===== config.mk =====
export PLATFORM = sky130hd
export DESIGN_NAME = contact_friction_cone_projection_unit_flat
export DESIGN_NICKNAME = d
export VERILOG_FILES = /design/src/rtl/cfcp_pkg.sv /design/src/rtl/cfcp_if.sv /design/src/rtl/cfcp_mul.sv /design/src/rtl/cfcp_sqrt.sv /design/src/rtl/cfcp_div.sv /design/src/rtl/contact_friction_cone_projection_unit.sv /design/src/flat_wrapper.sv
export SDC_FILE = /design/constraint.sdc
export NUM_CORES = 2
export LEC_CHECK = 0
export BUFFER_PORTS_ARGS = -buffer_cell sky130_fd_sc_hd__buf_2
export CAP_MARGIN = 20
export CORE_MARGIN = 5
export CORE_UTILIZATION = 44
export CTS_CLUSTER_SIZE = 24
export DETAILED_ROUTE_END_ITERATION = 8
export GPL_ROUTABILITY_DRIVEN = 0
export PLACE_DENSITY = 0.67
export SLEW_MARGIN = 0
export SYNTH_ARGS = -nofsm -noshare
export SYNTH_HDL_FRONTEND = slang
export SYNTH_SLANG_ARGS = --single-unit

===== constraint.sdc =====
create_clock -name clk -period 13.69 [get_ports clk]
set_clock_uncertainty 0.15 [all_clocks]
set_input_delay 1.369 -clock clk [delete_from_list [all_inputs] [get_ports clk]]
set_output_delay 1.369 -clock clk [all_outputs]
set_load 0.05 [all_outputs]

===== src/rtl/cfcp_pkg.sv =====
// Shared types and codes for the contact friction cone projection unit.
// No dependencies.
package cfcp_pkg;

  localparam int FIELD_W = 32;
  localparam int MU_W    = 18;

  typedef logic [1:0] opcode_t;

  localparam opcode_t OP_LOAD     = 2'd0;
  localparam opcode_t OP_CONTACT  = 2'd1;
  localparam opcode_t OP_FRICTION = 2'd2;
  localparam opcode_t OP_RSVD     = 2'd3;

  localparam logic [1:0] ROW_LAST = 2'd2;

  typedef enum logic [10:0] {
    S_IDLE = 11'b000_0000_0001,
    S_FWD  = 11'b000_0000_0010,
    S_LSQ  = 11'b000_0000_0100,
    S_LRT  = 11'b000_0000_1000,
    S_ISQ  = 11'b000_0001_0000,
    S_IRT  = 11'b000_0010_0000,
    S_BND  = 11'b000_0100_0000,
    S_SMUL = 11'b000_1000_0000,
    S_SDIV = 11'b001_0000_0000,
    S_BWD  = 11'b010_0000_0000,
    S_FIN  = 11'b100_0000_0000
  } state_t;

endpackage


===== src/rtl/cfcp_if.sv =====
// Request and result channel interfaces of the projection unit.
// Depends on cfcp_pkg.
interface cfcp_in_if import cfcp_pkg::*; ();
  logic                      valid;
  logic                      ready;
  logic [1:0]                opcode;
  logic [1:0]                row_select;
  logic signed [FIELD_W-1:0] vec_x;
  logic signed [FIELD_W-1:0] vec_y;
  logic signed [FIELD_W-1:0] vec_z;
  logic signed [FIELD_W-1:0] imp_x;
  logic signed [FIELD_W-1:0] imp_y;
  logic signed [FIELD_W-1:0] imp_z;
  logic [MU_W-1:0]           friction_coeff;

  modport source (output valid, opcode, row_select, vec_x, vec_y, vec_z,
                  imp_x, imp_y, imp_z, friction_coeff, input ready);
  modport sink   (input valid, opcode, row_select, vec_x, vec_y, vec_z,
                  imp_x, imp_y, imp_z, friction_coeff, output ready);
endinterface

interface cfcp_out_if import cfcp_pkg::*; ();
  logic                      valid;
  logic                      ready;
  logic signed [FIELD_W-1:0] out_x;
  logic signed [FIELD_W-1:0] out_y;
  logic signed [FIELD_W-1:0] out_z;
  logic signed [FIELD_W-1:0] lambda_normal;
  logic signed [FIELD_W-1:0] lambda_tangent_one;
  logic signed [FIELD_W-1:0] lambda_tangent_two;
  logic                      cone_limited;

  modport source (output valid, out_x, out_y, out_z, lambda_normal,
                  lambda_tangent_one, lambda_tangent_two, cone_limited, input ready);
  modport sink   (input valid, out_x, out_y, out_z, lambda_normal,
                  lambda_tangent_one, lambda_tangent_two, cone_limited, output ready);
endinterface


===== src/rtl/cfcp_mul.sv =====
// Bit-serial shift-add multiplier of two unsigned magnitudes, one multiplier bit a cycle.
// Depends on cfcp_pkg.
module cfcp_mul import cfcp_pkg::*; #(
  parameter int AW = 32,
  parameter int BW = 32
) (
  input  logic               clk,
  input  logic               rst_n,
  input  logic               start,
  input  logic [AW-1:0]      a,
  input  logic [BW-1:0]      b,
  output logic               done,
  output logic [AW+BW-1:0]   prod
);
  localparam int CW = $clog2(BW + 1);

  logic [AW+BW-1:0] acc_r, acc_nxt;
  logic [AW-1:0]    a_r, a_nxt;
  logic [CW-1:0]    cnt_r, cnt_nxt;
  logic             busy_r, busy_nxt;
  logic             done_r, done_nxt;
  logic [AW:0]      sum;

  always_comb begin
    sum      = {1'b0, acc_r[AW+BW-1:BW]} + (acc_r[0] ? {1'b0, a_r} : '0);
    acc_nxt  = acc_r;
    a_nxt    = a_r;
    cnt_nxt  = cnt_r;
    busy_nxt = busy_r;
    done_nxt = 1'b0;
    if (start) begin
      acc_nxt  = {{AW{1'b0}}, b};
      a_nxt    = a;
      cnt_nxt  = CW'(BW);
      busy_nxt = 1'b1;
    end else if (busy_r) begin
      acc_nxt = {sum, acc_r[BW-1:1]};
      cnt_nxt = cnt_r - CW'(1);
      if (cnt_r == CW'(1)) begin
        busy_nxt = 1'b0;
        done_nxt = 1'b1;
      end
    end
  end

  always_ff @(posedge clk) begin
    if (!rst_n) begin
      busy_r <= 1'b0;
      done_r <= 1'b0;
      cnt_r  <= '0;
    end else begin
      busy_r <= busy_nxt;
      done_r <= done_nxt;
      cnt_r  <= cnt_nxt;
    end
    acc_r <= acc_nxt;
    a_r   <= a_nxt;
  end

  assign done = done_r;
  assign prod = acc_r;
endmodule


===== src/rtl/cfcp_sqrt.sv =====
// Bit-serial integer square root, one root bit a cycle, floor result.
// Depends on cfcp_pkg.
module cfcp_sqrt import cfcp_pkg::*; #(
  parameter int RW = 32
) (
  input  logic            clk,
  input  logic            rst_n,
  input  logic            start,
  input  logic [2*RW-1:0] rad,
  output logic            done,
  output logic [RW-1:0]   root
);
  localparam int CW = $clog2(RW + 1);

  logic [2*RW-1:0] rad_r, rad_nxt;
  logic [RW:0]     rem_r, rem_nxt;
  logic [RW-1:0]   root_r, root_nxt;
  logic [CW-1:0]   cnt_r, cnt_nxt;
  logic            busy_r, busy_nxt;
  logic            done_r, done_nxt;
  logic [RW+2:0]   sh;
  logic [RW+2:0]   trial;

  always_comb begin
    sh       = {rem_r, rad_r[2*RW-1:2*RW-2]};
    trial    = {1'b0, root_r, 2'b01};
    rad_nxt  = rad_r;
    rem_nxt  = rem_r;
    root_nxt = root_r;
    cnt_nxt  = cnt_r;
    busy_nxt = busy_r;
    done_nxt = 1'b0;
    if (start) begin
      rad_nxt  = rad;
      rem_nxt  = '0;
      root_nxt = '0;
      cnt_nxt  = CW'(RW);
      busy_nxt = 1'b1;
    end else if (busy_r) begin
      rad_nxt = {rad_r[2*RW-3:0], 2'b00};
      if (sh >= trial) begin
        rem_nxt  = (RW+1)'(sh - trial);
        root_nxt = {root_r[RW-2:0], 1'b1};
      end else begin
        rem_nxt  = (RW+1)'(sh);
        root_nxt = {root_r[RW-2:0], 1'b0};
      end
      cnt_nxt = cnt_r - CW'(1);
      if (cnt_r == CW'(1)) begin
        busy_nxt = 1'b0;
        done_nxt = 1'b1;
      end
    end
  end

  always_ff @(posedge clk) begin
    if (!rst_n) begin
      busy_r <= 1'b0;
      done_r <= 1'b0;
      cnt_r  <= '0;
    end else begin
      busy_r <= busy_nxt;
      done_r <= done_nxt;
      cnt_r  <= cnt_nxt;
    end
    rad_r  <= rad_nxt;
    rem_r  <= rem_nxt;
    root_r <= root_nxt;
  end

  assign done = done_r;
  assign root = root_r;
endmodule


===== src/rtl/cfcp_div.sv =====
// Bit-serial restoring divider, one quotient bit a cycle, floor result.
// Depends on cfcp_pkg.
module cfcp_div import cfcp_pkg::*; #(
  parameter int NW = 64,
  parameter int DW = 32
) (
  input  logic          clk,
  input  logic          rst_n,
  input  logic          start,
  input  logic [NW-1:0] num,
  input  logic [DW-1:0] den,
  output logic          done,
  output logic [NW-1:0] quo
);
  localparam int CW = $clog2(NW + 1);

  logic [NW-1:0] num_r, num_nxt;
  logic [DW-1:0] den_r, den_nxt;
  logic [DW-1:0] rem_r, rem_nxt;
  logic [CW-1:0] cnt_r, cnt_nxt;
  logic          busy_r, busy_nxt;
  logic          done_r, done_nxt;
  logic [DW:0]   sh;
  logic          qbit;

  always_comb begin
    sh       = {rem_r, num_r[NW-1]};
    qbit     = (sh >= {1'b0, den_r});
    num_nxt  = num_r;
    den_nxt  = den_r;
    rem_nxt  = rem_r;
    cnt_nxt  = cnt_r;
    busy_nxt = busy_r;
    done_nxt = 1'b0;
    if (start) begin
      num_nxt  = num;
      den_nxt  = den;
      rem_nxt  = '0;
      cnt_nxt  = CW'(NW);
      busy_nxt = 1'b1;
    end else if (busy_r) begin
      rem_nxt = qbit ? DW'(sh - {1'b0, den_r}) : DW'(sh);
      num_nxt = {num_r[NW-2:0], qbit};
      cnt_nxt = cnt_r - CW'(1);
      if (cnt_r == CW'(1)) begin
        busy_nxt = 1'b0;
        done_nxt = 1'b1;
      end
    end
  end

  always_ff @(posedge clk) begin
    if (!rst_n) begin
      busy_r <= 1'b0;
      done_r <= 1'b0;
      cnt_r  <= '0;
    end else begin
      busy_r <= busy_nxt;
      done_r <= done_nxt;
      cnt_r  <= cnt_nxt;
    end
    num_r <= num_nxt;
    den_r <= den_nxt;
    rem_r <= rem_nxt;
  end

  assign done = done_r;
  assign quo  = num_r;
endmodule


===== src/rtl/contact_friction_cone_projection_unit.sv =====
// Contact friction cone projection unit: top level sequencer and frame store.
// Depends on cfcp_pkg, cfcp_if, cfcp_mul, cfcp_sqrt and cfcp_div.
//
// A load request writes one row of the 3x3 contact frame and gives no result; a row select
// above 2 writes nothing. A projection request runs on one bit-serial multiplier, one
// bit-serial square root and one bit-serial divider, one request at a time. A contact
// request takes 18 products; a friction request adds five squares, two roots and the
// bound product, and when the cone clamps it two more products and two divides. A
// finished result waits in the output register while the next request is taken.
module contact_friction_cone_projection_unit import cfcp_pkg::*; #(
  parameter int FRAC_BITS = 16,
  parameter int WORD_BITS = 32
) (
  input  logic       clk,
  input  logic       rst_n,
  cfcp_in_if.sink    in_chan,
  cfcp_out_if.source out_chan
);
  localparam int W  = WORD_BITS;
  localparam int F  = FRAC_BITS;
  localparam int MW = (W > FIELD_W) ? W : FIELD_W;
  localparam int P  = 2 * MW;
  localparam logic signed [W-1:0] WMAX = {1'b0, {(W-1){1'b1}}};
  localparam logic signed [W-1:0] WMIN = {1'b1, {(W-1){1'b0}}};

  function automatic logic [MW-1:0] mag_fn(input logic signed [MW-1:0] x);
    mag_fn = x[MW-1] ? MW'(-x) : MW'(x);
  endfunction

  function automatic logic signed [W-1:0] fx_fn(input logic [P-1:0] p, input logic neg);
    logic [P-F:0] q;
    logic [W-1:0] qw;
    logic         rb;
    rb = neg & (|p[F-1:0]);
    q  = {1'b0, p[P-1:F]} + {{(P-F){1'b0}}, rb};
    qw = W'(q);
    if (|(q >> (W-1))) fx_fn = neg ? WMIN : WMAX;
    else               fx_fn = neg ? W'(-qw) : qw;
  endfunction

  function automatic logic signed [W-1:0] sadd_fn(input logic signed [W-1:0] a,
                                                   input logic signed [W-1:0] b);
    logic signed [W:0] s;
    s = {a[W-1], a} + {b[W-1], b};
    if (s[W] != s[W-1]) sadd_fn = s[W] ? WMIN : WMAX;
    else                sadd_fn = s[W-1:0];
  endfunction

  function automatic logic [FIELD_W-1:0] sat32_fn(input logic signed [W-1:0] x);
    logic signed [MW-1:0] t;
    t = MW'(x);
    if ((&t[MW-1:FIELD_W-1]) || ~(|t[MW-1:FIELD_W-1])) sat32_fn = t[FIELD_W-1:0];
    else sat32_fn = t[MW-1] ? {1'b1, {(FIELD_W-1){1'b0}}} : {1'b0, {(FIELD_W-1){1'b1}}};
  endfunction

  state_t                    state_r, state_nxt;
  logic signed [FIELD_W-1:0] frame_r [3][3];
  logic signed [FIELD_W-1:0] frame_nxt [3][3];
  opcode_t                   opc_r, opc_nxt;
  logic signed [FIELD_W-1:0] v_r [3];
  logic signed [FIELD_W-1:0] v_nxt [3];
  logic signed [FIELD_W-1:0] imp_r [3];
  logic signed [FIELD_W-1:0] imp_nxt [3];
  logic [MU_W-1:0]           mu_r, mu_nxt;
  logic signed [W-1:0]       lam_r [3];
  logic signed [W-1:0]       lam_nxt [3];
  logic signed [W-1:0]       res_r [3];
  logic signed [W-1:0]       res_nxt [3];
  logic signed [W-1:0]       acc_r, acc_nxt;
  logic [P-1:0]              rad_r, rad_nxt;
  logic [MW-1:0]             len_r, len_nxt;
  logic [MW-1:0]             inorm_r, inorm_nxt;
  logic [MW-1:0]             bound_r, bound_nxt;
  logic                      lim_r, lim_nxt;
  logic [1:0]                row_r, row_nxt;
  logic [1:0]                col_r, col_nxt;
  logic                      go_r, go_nxt;

  logic                      ov_r, ov_nxt;
  logic [FIELD_W-1:0]        ox_r, ox_nxt, oy_r, oy_nxt, oz_r, oz_nxt;
  logic [FIELD_W-1:0]        ln_r, ln_nxt, lt1_r, lt1_nxt, lt2_r, lt2_nxt;
  logic                      ocl_r, ocl_nxt;

  logic [MW-1:0]       mul_a, mul_b;
  logic                mul_neg, mul_start, mul_done;
  logic [P-1:0]        mul_prod;
  logic                rt_start, rt_done;
  logic [MW-1:0]       rt_root;
  logic                dv_start, dv_done;
  logic [P-1:0]        dv_quo;
  logic signed [W-1:0] fx_sum;
  logic [P-F-1:0]      bnd_q;
  logic [MW-1:0]       bnd_val;
  logic [W-1:0]        dv_m;
  logic                in_acc;

  assign in_acc = in_chan.valid && in_chan.ready;

  always_comb begin
    mul_a   = '0;
    mul_b   = '0;
    mul_neg = 1'b0;
    unique case (state_r)
      S_FWD: begin
        mul_a   = mag_fn(MW'(frame_r[row_r][col_r]));
        mul_b   = mag_fn(MW'(v_r[col_r]));
        mul_neg = frame_r[row_r][col_r][FIELD_W-1] ^ v_r[col_r][FIELD_W-1];
      end
      S_LSQ: begin
        mul_a = mag_fn(MW'(lam_r[col_r]));
        mul_b = mag_fn(MW'(lam_r[col_r]));
      end
      S_ISQ: begin
        mul_a = mag_fn(MW'(imp_r[col_r]));
        mul_b = mag_fn(MW'(imp_r[col_r]));
      end
      S_BND: begin
        mul_a = MW'(mu_r);
        mul_b = inorm_r;
      end
      S_SMUL: begin
        mul_a = mag_fn(MW'(lam_r[col_r]));
        mul_b = bound_r;
      end
      S_BWD: begin
        mul_a   = mag_fn(MW'(frame_r[col_r][row_r]));
        mul_b   = mag_fn(MW'(lam_r[col_r]));
        mul_neg = frame_r[col_r][row_r][FIELD_W-1] ^ lam_r[col_r][W-1];
      end
      default: begin
        mul_a = '0;
      end
    endcase
  end

  assign mul_start = go_r && (state_r == S_FWD || state_r == S_LSQ || state_r == S_ISQ ||
                              state_r == S_BND || state_r == S_SMUL || state_r == S_BWD);
  assign rt_start  = go_r && (state_r == S_LRT || state_r == S_IRT);
  assign dv_start  = go_r && (state_r == S_SDIV);

  cfcp_mul #(.AW(MW), .BW(MW)) u_mul (
    .clk(clk), .rst_n(rst_n), .start(mul_start), .a(mul_a), .b(mul_b),
    .done(mul_done), .prod(mul_prod)
  );

  cfcp_sqrt #(.RW(MW)) u_sqrt (
    .clk(clk), .rst_n(rst_n), .start(rt_start), .rad(rad_r),
    .done(rt_done), .root(rt_root)
  );

  cfcp_div #(.NW(P), .DW(MW)) u_div (
    .clk(clk), .rst_n(rst_n), .start(dv_start), .num(mul_prod), .den(len_r),
    .done(dv_done), .quo(dv_quo)
  );

  always_comb begin
    fx_sum  = sadd_fn(acc_r, fx_fn(mul_prod, mul_neg));
    bnd_q   = mul_prod[P-1:F];
    bnd_val = (|(bnd_q >> (W-1))) ? MW'($unsigned(WMAX)) : MW'(bnd_q);
    dv_m    = W'(dv_quo);
  end

  always_comb begin
    state_nxt = state_r;
    frame_nxt = frame_r;
    opc_nxt   = opc_r;
    v_nxt     = v_r;
    imp_nxt   = imp_r;
    mu_nxt    = mu_r;
    lam_nxt   = lam_r;
    res_nxt   = res_r;
    acc_nxt   = acc_r;
    rad_nxt   = rad_r;
    len_nxt   = len_r;
    inorm_nxt = inorm_r;
    bound_nxt = bound_r;
    lim_nxt   = lim_r;
    row_nxt   = row_r;
    col_nxt   = col_r;
    go_nxt    = 1'b0;
    ov_nxt    = ov_r;
    ox_nxt    = ox_r;
    oy_nxt    = oy_r;
    oz_nxt    = oz_r;
    ln_nxt    = ln_r;
    lt1_nxt   = lt1_r;
    lt2_nxt   = lt2_r;
    ocl_nxt   = ocl_r;

    if (out_chan.valid && out_chan.ready) ov_nxt = 1'b0;

    unique case (state_r)
      S_IDLE: begin
        if (in_acc) begin
          if (in_chan.opcode == OP_LOAD) begin
            if (in_chan.row_select <= ROW_LAST) begin
              frame_nxt[in_chan.row_select][0] = in_chan.vec_x;
              frame_nxt[in_chan.row_select][1] = in_chan.vec_y;
              frame_nxt[in_chan.row_select][2] = in_chan.vec_z;
            end
          end else if (in_chan.opcode == OP_CONTACT || in_chan.opcode == OP_FRICTION) begin
            opc_nxt    = in_chan.opcode;
            v_nxt[0]   = in_chan.vec_x;
            v_nxt[1]   = in_chan.vec_y;
            v_nxt[2]   = in_chan.vec_z;
            imp_nxt[0] = in_chan.imp_x;
            imp_nxt[1] = in_chan.imp_y;
            imp_nxt[2] = in_chan.imp_z;
            mu_nxt     = in_chan.friction_coeff;
            lim_nxt    = 1'b0;
            acc_nxt    = '0;
            row_nxt    = 2'd0;
            col_nxt    = 2'd0;
            go_nxt     = 1'b1;
            state_nxt  = S_FWD;
          end
        end
      end
      S_FWD: begin
        if (mul_done) begin
          go_nxt = 1'b1;
          if (col_r == ROW_LAST) begin
            lam_nxt[row_r] = fx_sum;
            acc_nxt        = '0;
            col_nxt        = 2'd0;
            if (row_r == ROW_LAST) begin
              if (opc_r == OP_CONTACT) begin
                lam_nxt[0] = lam_r[0][W-1] ? '0 : lam_r[0];
                lam_nxt[1] = '0;
                lam_nxt[2] = '0;
                row_nxt    = 2'd0;
                state_nxt  = S_BWD;
              end else begin
                lam_nxt[0] = '0;
                rad_nxt    = '0;
                col_nxt    = 2'd1;
                state_nxt  = S_LSQ;
              end
            end else begin
              row_nxt = row_r + 2'd1;
            end
          end else begin
            acc_nxt = fx_sum;
            col_nxt = col_r + 2'd1;
          end
        end
      end
      S_LSQ: begin
        if (mul_done) begin
          go_nxt  = 1'b1;
          rad_nxt = rad_r + mul_prod;
          if (col_r == ROW_LAST) state_nxt = S_LRT;
          else                   col_nxt   = col_r + 2'd1;
        end
      end
      S_LRT: begin
        if (rt_done) begin
          len_nxt   = rt_root;
          rad_nxt   = '0;
          col_nxt   = 2'd0;
          go_nxt    = 1'b1;
          state_nxt = S_ISQ;
        end
      end
      S_ISQ: begin
        if (mul_done) begin
          go_nxt  = 1'b1;
          rad_nxt = rad_r + mul_prod;
          if (col_r == ROW_LAST) state_nxt = S_IRT;
          else                   col_nxt   = col_r + 2'd1;
        end
      end
      S_IRT: begin
        if (rt_done) begin
          inorm_nxt = rt_root;
          go_nxt    = 1'b1;
          state_nxt = S_BND;
        end
      end
      S_BND: begin
        if (mul_done) begin
          bound_nxt = bnd_val;
          go_nxt    = 1'b1;
          if (len_r > bnd_val) begin
            lim_nxt   = 1'b1;
            col_nxt   = 2'd1;
            state_nxt = S_SMUL;
          end else begin
            acc_nxt   = '0;
            row_nxt   = 2'd0;
            col_nxt   = 2'd0;
            state_nxt = S_BWD;
          end
        end
      end
      S_SMUL: begin
        if (mul_done) begin
          go_nxt    = 1'b1;
          state_nxt = S_SDIV;
        end
      end
      S_SDIV: begin
        if (dv_done) begin
          go_nxt         = 1'b1;
          lam_nxt[col_r] = lam_r[col_r][W-1] ? W'(-dv_m) : dv_m;
          if (col_r == ROW_LAST) begin
            acc_nxt   = '0;
            row_nxt   = 2'd0;
            col_nxt   = 2'd0;
            state_nxt = S_BWD;
          end else begin
            col_nxt   = ROW_LAST;
            state_nxt = S_SMUL;
          end
        end
      end
      S_BWD: begin
        if (mul_done) begin
          if (col_r == ROW_LAST) begin
            res_nxt[row_r] = fx_sum;
            acc_nxt        = '0;
            col_nxt        = 2'd0;
            if (row_r == ROW_LAST) begin
              state_nxt = S_FIN;
            end else begin
              row_nxt = row_r + 2'd1;
              go_nxt  = 1'b1;
            end
          end else begin
            acc_nxt = fx_sum;
            col_nxt = col_r + 2'd1;
            go_nxt  = 1'b1;
          end
        end
      end
      S_FIN: begin
        if (!ov_r || out_chan.ready) begin
          ov_nxt    = 1'b1;
          ox_nxt    = sat32_fn(res_r[0]);
          oy_nxt    = sat32_fn(res_r[1]);
          oz_nxt    = sat32_fn(res_r[2]);
          ln_nxt    = sat32_fn(lam_r[0]);
          lt1_nxt   = sat32_fn(lam_r[1]);
          lt2_nxt   = sat32_fn(lam_r[2]);
          ocl_nxt   = lim_r;
          state_nxt = S_IDLE;
        end
      end
      default: begin
        state_nxt = S_IDLE;
      end
    endcase
  end

  always_ff @(posedge clk) begin
    if (!rst_n) begin
      state_r <= S_IDLE;
      go_r    <= 1'b0;
      ov_r    <= 1'b0;
      row_r   <= 2'd0;
      col_r   <= 2'd0;
      for (int i = 0; i < 3; i++) begin
        for (int j = 0; j < 3; j++) begin
          frame_r[i][j] <= '0;
        end
      end
    end else begin
      state_r <= state_nxt;
      go_r    <= go_nxt;
      ov_r    <= ov_nxt;
      row_r   <= row_nxt;
      col_r   <= col_nxt;
      frame_r <= frame_nxt;
    end
    opc_r   <= opc_nxt;
    v_r     <= v_nxt;
    imp_r   <= imp_nxt;
    mu_r    <= mu_nxt;
    lam_r   <= lam_nxt;
    res_r   <= res_nxt;
    acc_r   <= acc_nxt;
    rad_r   <= rad_nxt;
    len_r   <= len_nxt;
    inorm_r <= inorm_nxt;
    bound_r <= bound_nxt;
    lim_r   <= lim_nxt;
    ox_r    <= ox_nxt;
    oy_r    <= oy_nxt;
    oz_r    <= oz_nxt;
    ln_r    <= ln_nxt;
    lt1_r   <= lt1_nxt;
    lt2_r   <= lt2_nxt;
    ocl_r   <= ocl_nxt;
  end

  assign in_chan.ready               = (state_r == S_IDLE);
  assign out_chan.valid              = ov_r;
  assign out_chan.out_x              = ox_r;
  assign out_chan.out_y              = oy_r;
  assign out_chan.out_z              = oz_r;
  assign out_chan.lambda_normal      = ln_r;
  assign out_chan.lambda_tangent_one = lt1_r;
  assign out_chan.lambda_tangent_two = lt2_r;
  assign out_chan.cone_limited       = ocl_r;

  a_proj_starts: assert property (@(posedge clk) disable iff (!rst_n)
    in_acc && (in_chan.opcode == OP_CONTACT || in_chan.opcode == OP_FRICTION)
    |=> state_r == S_FWD)
    else $error("projection request did not start the forward map");

  a_normal_nonneg: assert property (@(posedge clk) disable iff (!rst_n)
    out_chan.valid |-> !out_chan.lambda_normal[FIELD_W-1])
    else $error("negative normal multiplier");

  a_contact_no_tangent: assert property (@(posedge clk) disable iff (!rst_n)
    out_chan.valid && out_chan.lambda_normal != '0
    |-> out_chan.lambda_tangent_one == '0 && out_chan.lambda_tangent_two == '0
        && !out_chan.cone_limited)
    else $error("contact result carries tangent terms");

  a_one_unit: assert property (@(posedge clk) disable iff (!rst_n)
    $onehot0({mul_start, rt_start, dv_start}))
    else $error("two arithmetic units started together");

  a_done_in_work: assert property (@(posedge clk) disable iff (!rst_n)
    mul_done |-> state_r != S_IDLE && state_r != S_FIN)
    else $error("product finished outside a projection");

endmodule

===== src/flat_wrapper.sv =====
// flat-port wrapper written by rule: the top's interface ports become plain ports
module contact_friction_cone_projection_unit_flat import cfcp_pkg::*;
#(
  parameter int FRAC_BITS = 16,
  parameter int WORD_BITS = 32
)
  (clk, rst_n, in_chan_valid, in_chan_opcode, in_chan_row_select, in_chan_vec_x, in_chan_vec_y, in_chan_vec_z, in_chan_imp_x, in_chan_imp_y, in_chan_imp_z, in_chan_friction_coeff, in_chan_ready, out_chan_valid, out_chan_out_x, out_chan_out_y, out_chan_out_z, out_chan_lambda_normal, out_chan_lambda_tangent_one, out_chan_lambda_tangent_two, out_chan_cone_limited, out_chan_ready);
  cfcp_in_if in_chan_i ();
  cfcp_out_if out_chan_i ();
  input  logic clk;
  input  logic rst_n;
  input wire logic [$bits(in_chan_i.valid)-1:0] in_chan_valid;
  input wire logic [$bits(in_chan_i.opcode)-1:0] in_chan_opcode;
  input wire logic [$bits(in_chan_i.row_select)-1:0] in_chan_row_select;
  input wire logic [$bits(in_chan_i.vec_x)-1:0] in_chan_vec_x;
  input wire logic [$bits(in_chan_i.vec_y)-1:0] in_chan_vec_y;
  input wire logic [$bits(in_chan_i.vec_z)-1:0] in_chan_vec_z;
  input wire logic [$bits(in_chan_i.imp_x)-1:0] in_chan_imp_x;
  input wire logic [$bits(in_chan_i.imp_y)-1:0] in_chan_imp_y;
  input wire logic [$bits(in_chan_i.imp_z)-1:0] in_chan_imp_z;
  input wire logic [$bits(in_chan_i.friction_coeff)-1:0] in_chan_friction_coeff;
  output wire logic [$bits(in_chan_i.ready)-1:0] in_chan_ready;
  output wire logic [$bits(out_chan_i.valid)-1:0] out_chan_valid;
  output wire logic [$bits(out_chan_i.out_x)-1:0] out_chan_out_x;
  output wire logic [$bits(out_chan_i.out_y)-1:0] out_chan_out_y;
  output wire logic [$bits(out_chan_i.out_z)-1:0] out_chan_out_z;
  output wire logic [$bits(out_chan_i.lambda_normal)-1:0] out_chan_lambda_normal;
  output wire logic [$bits(out_chan_i.lambda_tangent_one)-1:0] out_chan_lambda_tangent_one;
  output wire logic [$bits(out_chan_i.lambda_tangent_two)-1:0] out_chan_lambda_tangent_two;
  output wire logic [$bits(out_chan_i.cone_limited)-1:0] out_chan_cone_limited;
  input wire logic [$bits(out_chan_i.ready)-1:0] out_chan_ready;
  assign in_chan_i.valid = in_chan_valid;
  assign in_chan_i.opcode = in_chan_opcode;
  assign in_chan_i.row_select = in_chan_row_select;
  assign in_chan_i.vec_x = in_chan_vec_x;
  assign in_chan_i.vec_y = in_chan_vec_y;
  assign in_chan_i.vec_z = in_chan_vec_z;
  assign in_chan_i.imp_x = in_chan_imp_x;
  assign in_chan_i.imp_y = in_chan_imp_y;
  assign in_chan_i.imp_z = in_chan_imp_z;
  assign in_chan_i.friction_coeff = in_chan_friction_coeff;
  assign in_chan_ready = in_chan_i.ready;
  assign out_chan_valid = out_chan_i.valid;
  assign out_chan_out_x = out_chan_i.out_x;
  assign out_chan_out_y = out_chan_i.out_y;
  assign out_chan_out_z = out_chan_i.out_z;
  assign out_chan_lambda_normal = out_chan_i.lambda_normal;
  assign out_chan_lambda_tangent_one = out_chan_i.lambda_tangent_one;
  assign out_chan_lambda_tangent_two = out_chan_i.lambda_tangent_two;
  assign out_chan_cone_limited = out_chan_i.cone_limited;
  assign out_chan_i.ready = out_chan_ready;
  contact_friction_cone_projection_unit #(.FRAC_BITS(FRAC_BITS), .WORD_BITS(WORD_BITS)) u_core (.clk(clk), .rst_n(rst_n), .in_chan(in_chan_i), .out_chan(out_chan_i));
endmodule

Word level (Yosys, flattened, before mapping)
Index checks and enable logic that the tools add are counted.
- input bits: 218
- register bits after elaboration: 1473
- word-level logic and storage cells: 384
- bitwise gates (word level): 11
- mux-type cells: 176
- equal/unequal tests: 49
- add/subtract/negate cells: 18
- $lt $le $gt $ge: 10
- reduce and logical (&&, ||, !) cells: 57
- operators by type and width (kind ; number):
    $mux 32 ; 39
    $bwmux 288 ; 3
    $mux 96 ; 9
    $mux 64 ; 12
    $demux 96 s2 ; 3
    $bmux 96 s2 ; 2
    $bmux 32 s2 ; 5
    $pmux 32 s5 ; 2
    $bwmux 96 ; 3
    $neg 32->32 ; 7
    $mux 11 ; 19
    $pmux 64 s3 ; 1
    $pmux 96 s2 ; 1
    $demux 32 s2 ; 2
    $pmux 32 s4 ; 1
    $pmux 11 s11 ; 1
    $add 32x32->33 ; 2
    $add 64x64->64 ; 1
    $mux 2 ; 25
    $add 48x1->49 ; 1
    $ne 2x2->1 const B ; 24
    $ge 35x34->1 ; 1
    $ge 33x32->1 ; 1
    $mux 33 ; 1
    other kinds (66) ; 155

Depth between registers and ports, before layout
- depth after elaboration: 23
- gate-level depth with buffers: 44
- mapped depth without buffers: 33

Hierarchy
A second synthesis with hierarchy kept.
- cell total of the unflattened synthesis: 7754
- area, all modules: 79068.3 sq um
- by module, submodules not included (module ; area an instance (sq um) ; instances ; seq. area each (sq um) ; cells each):
    contact_friction_cone_projection_unit ; 58324.7 ; 1 ; 29828.6 ; 5745
    cfcp_div ; 7611.0 ; 1 ; 3703.6 ; 719
    cfcp_sqrt ; 7492.2 ; 1 ; 3383.2 ; 745
    cfcp_mul ; 5640.4 ; 1 ; 2722.6 ; 545

Least setup slack after synthesis
Ideal clock, no wire load.
- path kind: in2reg
- start: in out_chan_ready
- end: reg u_core.ocl_r, in the netlist u_core.out_chan.cone_limited (enable)
- arrival: 9956 ps
- buffers on the path: 0
- data required time: 12770 ps
- stages: 2
- path slack: 2814 ps
- library setup time: 770 ps
- cell sequence: nand2b_1 -> nor2b_1
- longest elaborated chain between the ends: 2
- ends and longest elaborated chain (item ; RTL line ; RTL):
    start: declaration ; flat_wrapper.sv:31 ; input wire logic [$bits(out_chan_i.ready)-1:0] out_chan_ready;
    $logic_or 1x1->1 ; contact_friction_cone_projection_unit.sv:337 ; if (!ov_r || out_chan.ready) begin
    $reduce_and 2->1 (no line) ; n/a ;
    end signal: assignment ; contact_friction_cone_projection_unit.sv:393 ; ocl_r <= ocl_nxt;
    end: declaration ; contact_friction_cone_projection_unit.sv:82 ; logic ocl_r, ocl_nxt;
No other way between the ends.
A chain may end at the register's enable or synchronous reset.

==> impl_metrics.yaml <==
hold_path:
  hold_depth: 0
  min_path_type: "register to register"
  hold_end: "u_core.out_chan.out_x[8]"
  hp-start: "u_core.res_r[72]"
route:
  routed_wl_um: 264000
  antenna_left: 0
  drc: 0
  vias: 64600
  first_pass_iters: 9
  wire_per_inst_um: 25.0
  vias_per_cell: 6.11
  drt-initial-drc-count: 8611
floorplanning:
  start_util: 0.443
  num_rows: 154
  placeableCoreArea_um2: 176000
  dieArea_um2: 186000
  die_width_um: 432
  die_y_um: 432
  io_pins: 413
power:
  ir_drop_v: 0.000146
  p_per_area_nw_per_um2: 174
  p_leak_nw: 31.7
critical_path:
  slowest_stage: "dfxtp_4"
  end_kind: "register"
  path_class: "register to register"
  critPathMaxFanout: 114
  worstPathArrival_ns: 12.12
  r2r_end: "u_core.lam_r[44]"
  r2r_start: "u_core.col_r[0]"
  cpPeakStageDelay_ns: 0.77
  r2r_slack_ns: 2.03
  critPathLaunchType: "register"
  critPathRequiredTime_ns: 14.15
  ff2ff_path_depth: 33
grt:
  antenna_found_initial: 26
  grt_pass1_wl_um: 386000
  overflow: 0
  grt_pass1_vias: 60400
  grt_usage: 0.272
  grt_max_degree: 171
layout:
  syn2layout_area_growth_pct: 12.1
  nets: 8551
  drive_gt1_frac: 0.122
  mostFrequentLayoutCell: "nand2_1"
  layout_common_cells: "nand2_1, edfxtp_1, a21oi_1, nor2_1, dfxtp_1"
place:
  hpwlAfterDp_um: 190000
  pre_cts_slack_ns: 2.47
  io_buffer_count: 412
cts:
  post_cts_buffers: 0
  h-tree-depth: 4
  cts.repair.resized: 0
  clk_latency_ns: 0.83
  numClockSinks: 1473
  hold_buffers: 0
  cts_buffers: 158
  clk_path_buf_depth: 3
  root_buffer: "clkbuf_16"
  clk_pin_slew_worst_paths_ns: 0.06
  cts_tree: "done"
run_status:
  outcome: "finished clean"
synth:
  synth_top_flop_cell: "edfxtp_1"
  async_reset_ff_frac: 0
  post_synth_mux_area_share: 0.0571
  ys_seq_elements: 1473
  synth_warnings: 0
  netlist_area_um2: 78200
  synth_top_family_by_area: "compound AO/OA/AOI/OAI gates"
  yosys.area_share.simple: 0.154
  synth-xor-area-share: 0.0421
  syn_nets: 8341
  syn_inst: 7868
  ys_types: 103
  yosysSeqAreaShare: 0.507
  synth_area_per_cell_um2: 9.94
  synth_compound_area_frac: 0.161
  synth_edf_count: 1014
  yosys.area_share.adder: 0.0412
sta:
  slew_violations: 0
  hold_viol: 0
  worst_slew_pin_slew_ns: 1.23
  rsz0062_at_grt: "no"
  relSlewSlack: 0.171
  min_period_ns: 11.66
  fin_ws_ns: 2.03
  fmax_mhz: 85.8
  tns_ns: 0
  period_share: 0.852
  setup_viol: 0
flow_run:
  max_cap_violations: 0
==> kinds of logic (layout without fill, tap and decap cells) <==
logic type | after synthesis | count (layout)
AND/OR/NAND/NOR | 2725 | 2725
adder cells (fa/ha/maj) | 255 | 255
buffers and inverters | 706 | 1049
XOR/XNOR | 376 | 376
AO/OA/AOI/OAI | 1950 | 1950
other | 2 | 19
multiplexers | 381 | 381
flip-flops | 1473 | 1473
==> flip-flops by register name (all words and copies together), names as in the netlist, 33 cells and up, named ones only <==
name                 flops
u_core.frame_r         288
u_core.imp_r            96
u_core.res_r            96
u_core.v_r              96
u_core.lam_r            66
u_core.rad_r            64
u_core.u_div.quo        64
u_core.u_mul.prod       64
u_core.u_sqrt.rad_r     64
u_core.u_sqrt.rem_r     33
==> synthesized netlist by cell type, types with 155 or more instances <==
cell type / count / area (um2)
a21oi_1: 677 / 3390
clkbuf_1: 365 / 1370
dfxtp_1: 459 / 9190
edfxtp_1: 1014 / 30400
ha_1: 251 / 3140
inv_1: 225 / 845
mux2i_1: 300 / 3000
nand2_1: 1424 / 5350
nor2_1: 580 / 2180
o21ai_0: 298 / 1490
xnor2_1: 221 / 1940
xor2_1: 155 / 1360
==> routing by layer <==
| metal | routed length, um | vias up | part of all wire | global-route usage |
|---|---|---|---|---|
| met3 | 31700 | 811 | 0.12 | 0.0815 |
| met2 | 113000 | 3762 | 0.43 | 0.409 |
| met1 | 101000 | 30900 | 0.38 | 0.352 |
| met5 | 152 | - | 0.00058 | 0 |
| li1 | - | 29100 | - | - |
| met4 | 17400 | 18 | 0.066 | 0.152 |
==> layout make-up <==
cell class | count | area (um2)
diodes | 17 | 42.5
clock buffers | 207 | 4340
clock inverters | 86 | 993
fillers | 16000 | 88900
inverters | 228 | 872
multi-input cells | 5689 | 35800
flip-flops and latches | 1473 | 39700
well taps | 2340 | 2930
repair buffers | 528 | 2970
==> critical path, delay by kind of cell (launching register included) <==
kind / cells / cell delay, ns
fa+ha+maj: 3 / 0.98
mux: 1 / 0.56
compound gates: 12 / 2.95
simple gates: 12 / 4.14
xor+xnor: 1 / 0.22
flops: 1 / 0.77
buf+inv: 4 / 1.48
==> power by group <==
part	leakage, nW	switching, mW	internal (mW)	total, mW
registers	12.9	0.324	5.31	5.63
logic	16.2	3.61	1.60	5.21
clock network	2.57	1.87	2.49	4.36
total	31.7	5.80	9.40	15.2
==> how the worst max path moves through the flow <==
stage | startpoint | endpoint | slack, ns | cells past startpoint
after floorplan | out_chan_ready | u_core.out_chan.cone_limited | 2.81 | 2
after global placement | u_core.col_r[0] | u_core.lam_r[44] | 2.80 | 33
after detailed placement | u_core.col_r[0] | u_core.lam_r[44] | 2.47 | 33
after CTS | u_core.col_r[0] | u_core.lam_r[44] | 2.42 | 33
after global routing | u_core.col_r[0] | u_core.lam_r[44] | 1.34 | 33
final | u_core.col_r[0] | u_core.lam_r[44] | 2.03 | 33
==> stage by stage <==
stage / util / power, mW / hold WS, ns / instance area (um2) / cells
2_1_floorplan: - / 8.94 / 0.250 / 78200 / 7868
3_5_place_dp: 0.466 / 10.7 / 0.255 / 82200 / 10300
5_1_grt: 0.496 / 15.8 / 0.267 / 87600 / 10600
3_3_place_gp: 0.466 / 10.6 / 0.255 / 82200 / 10300
4_1_cts: 0.496 / 15.0 / 0.267 / 87500 / 10500
6_report: 0.496 / 15.2 / 0.264 / 87600 / 10600
Power figures use the tool's default switching activity.
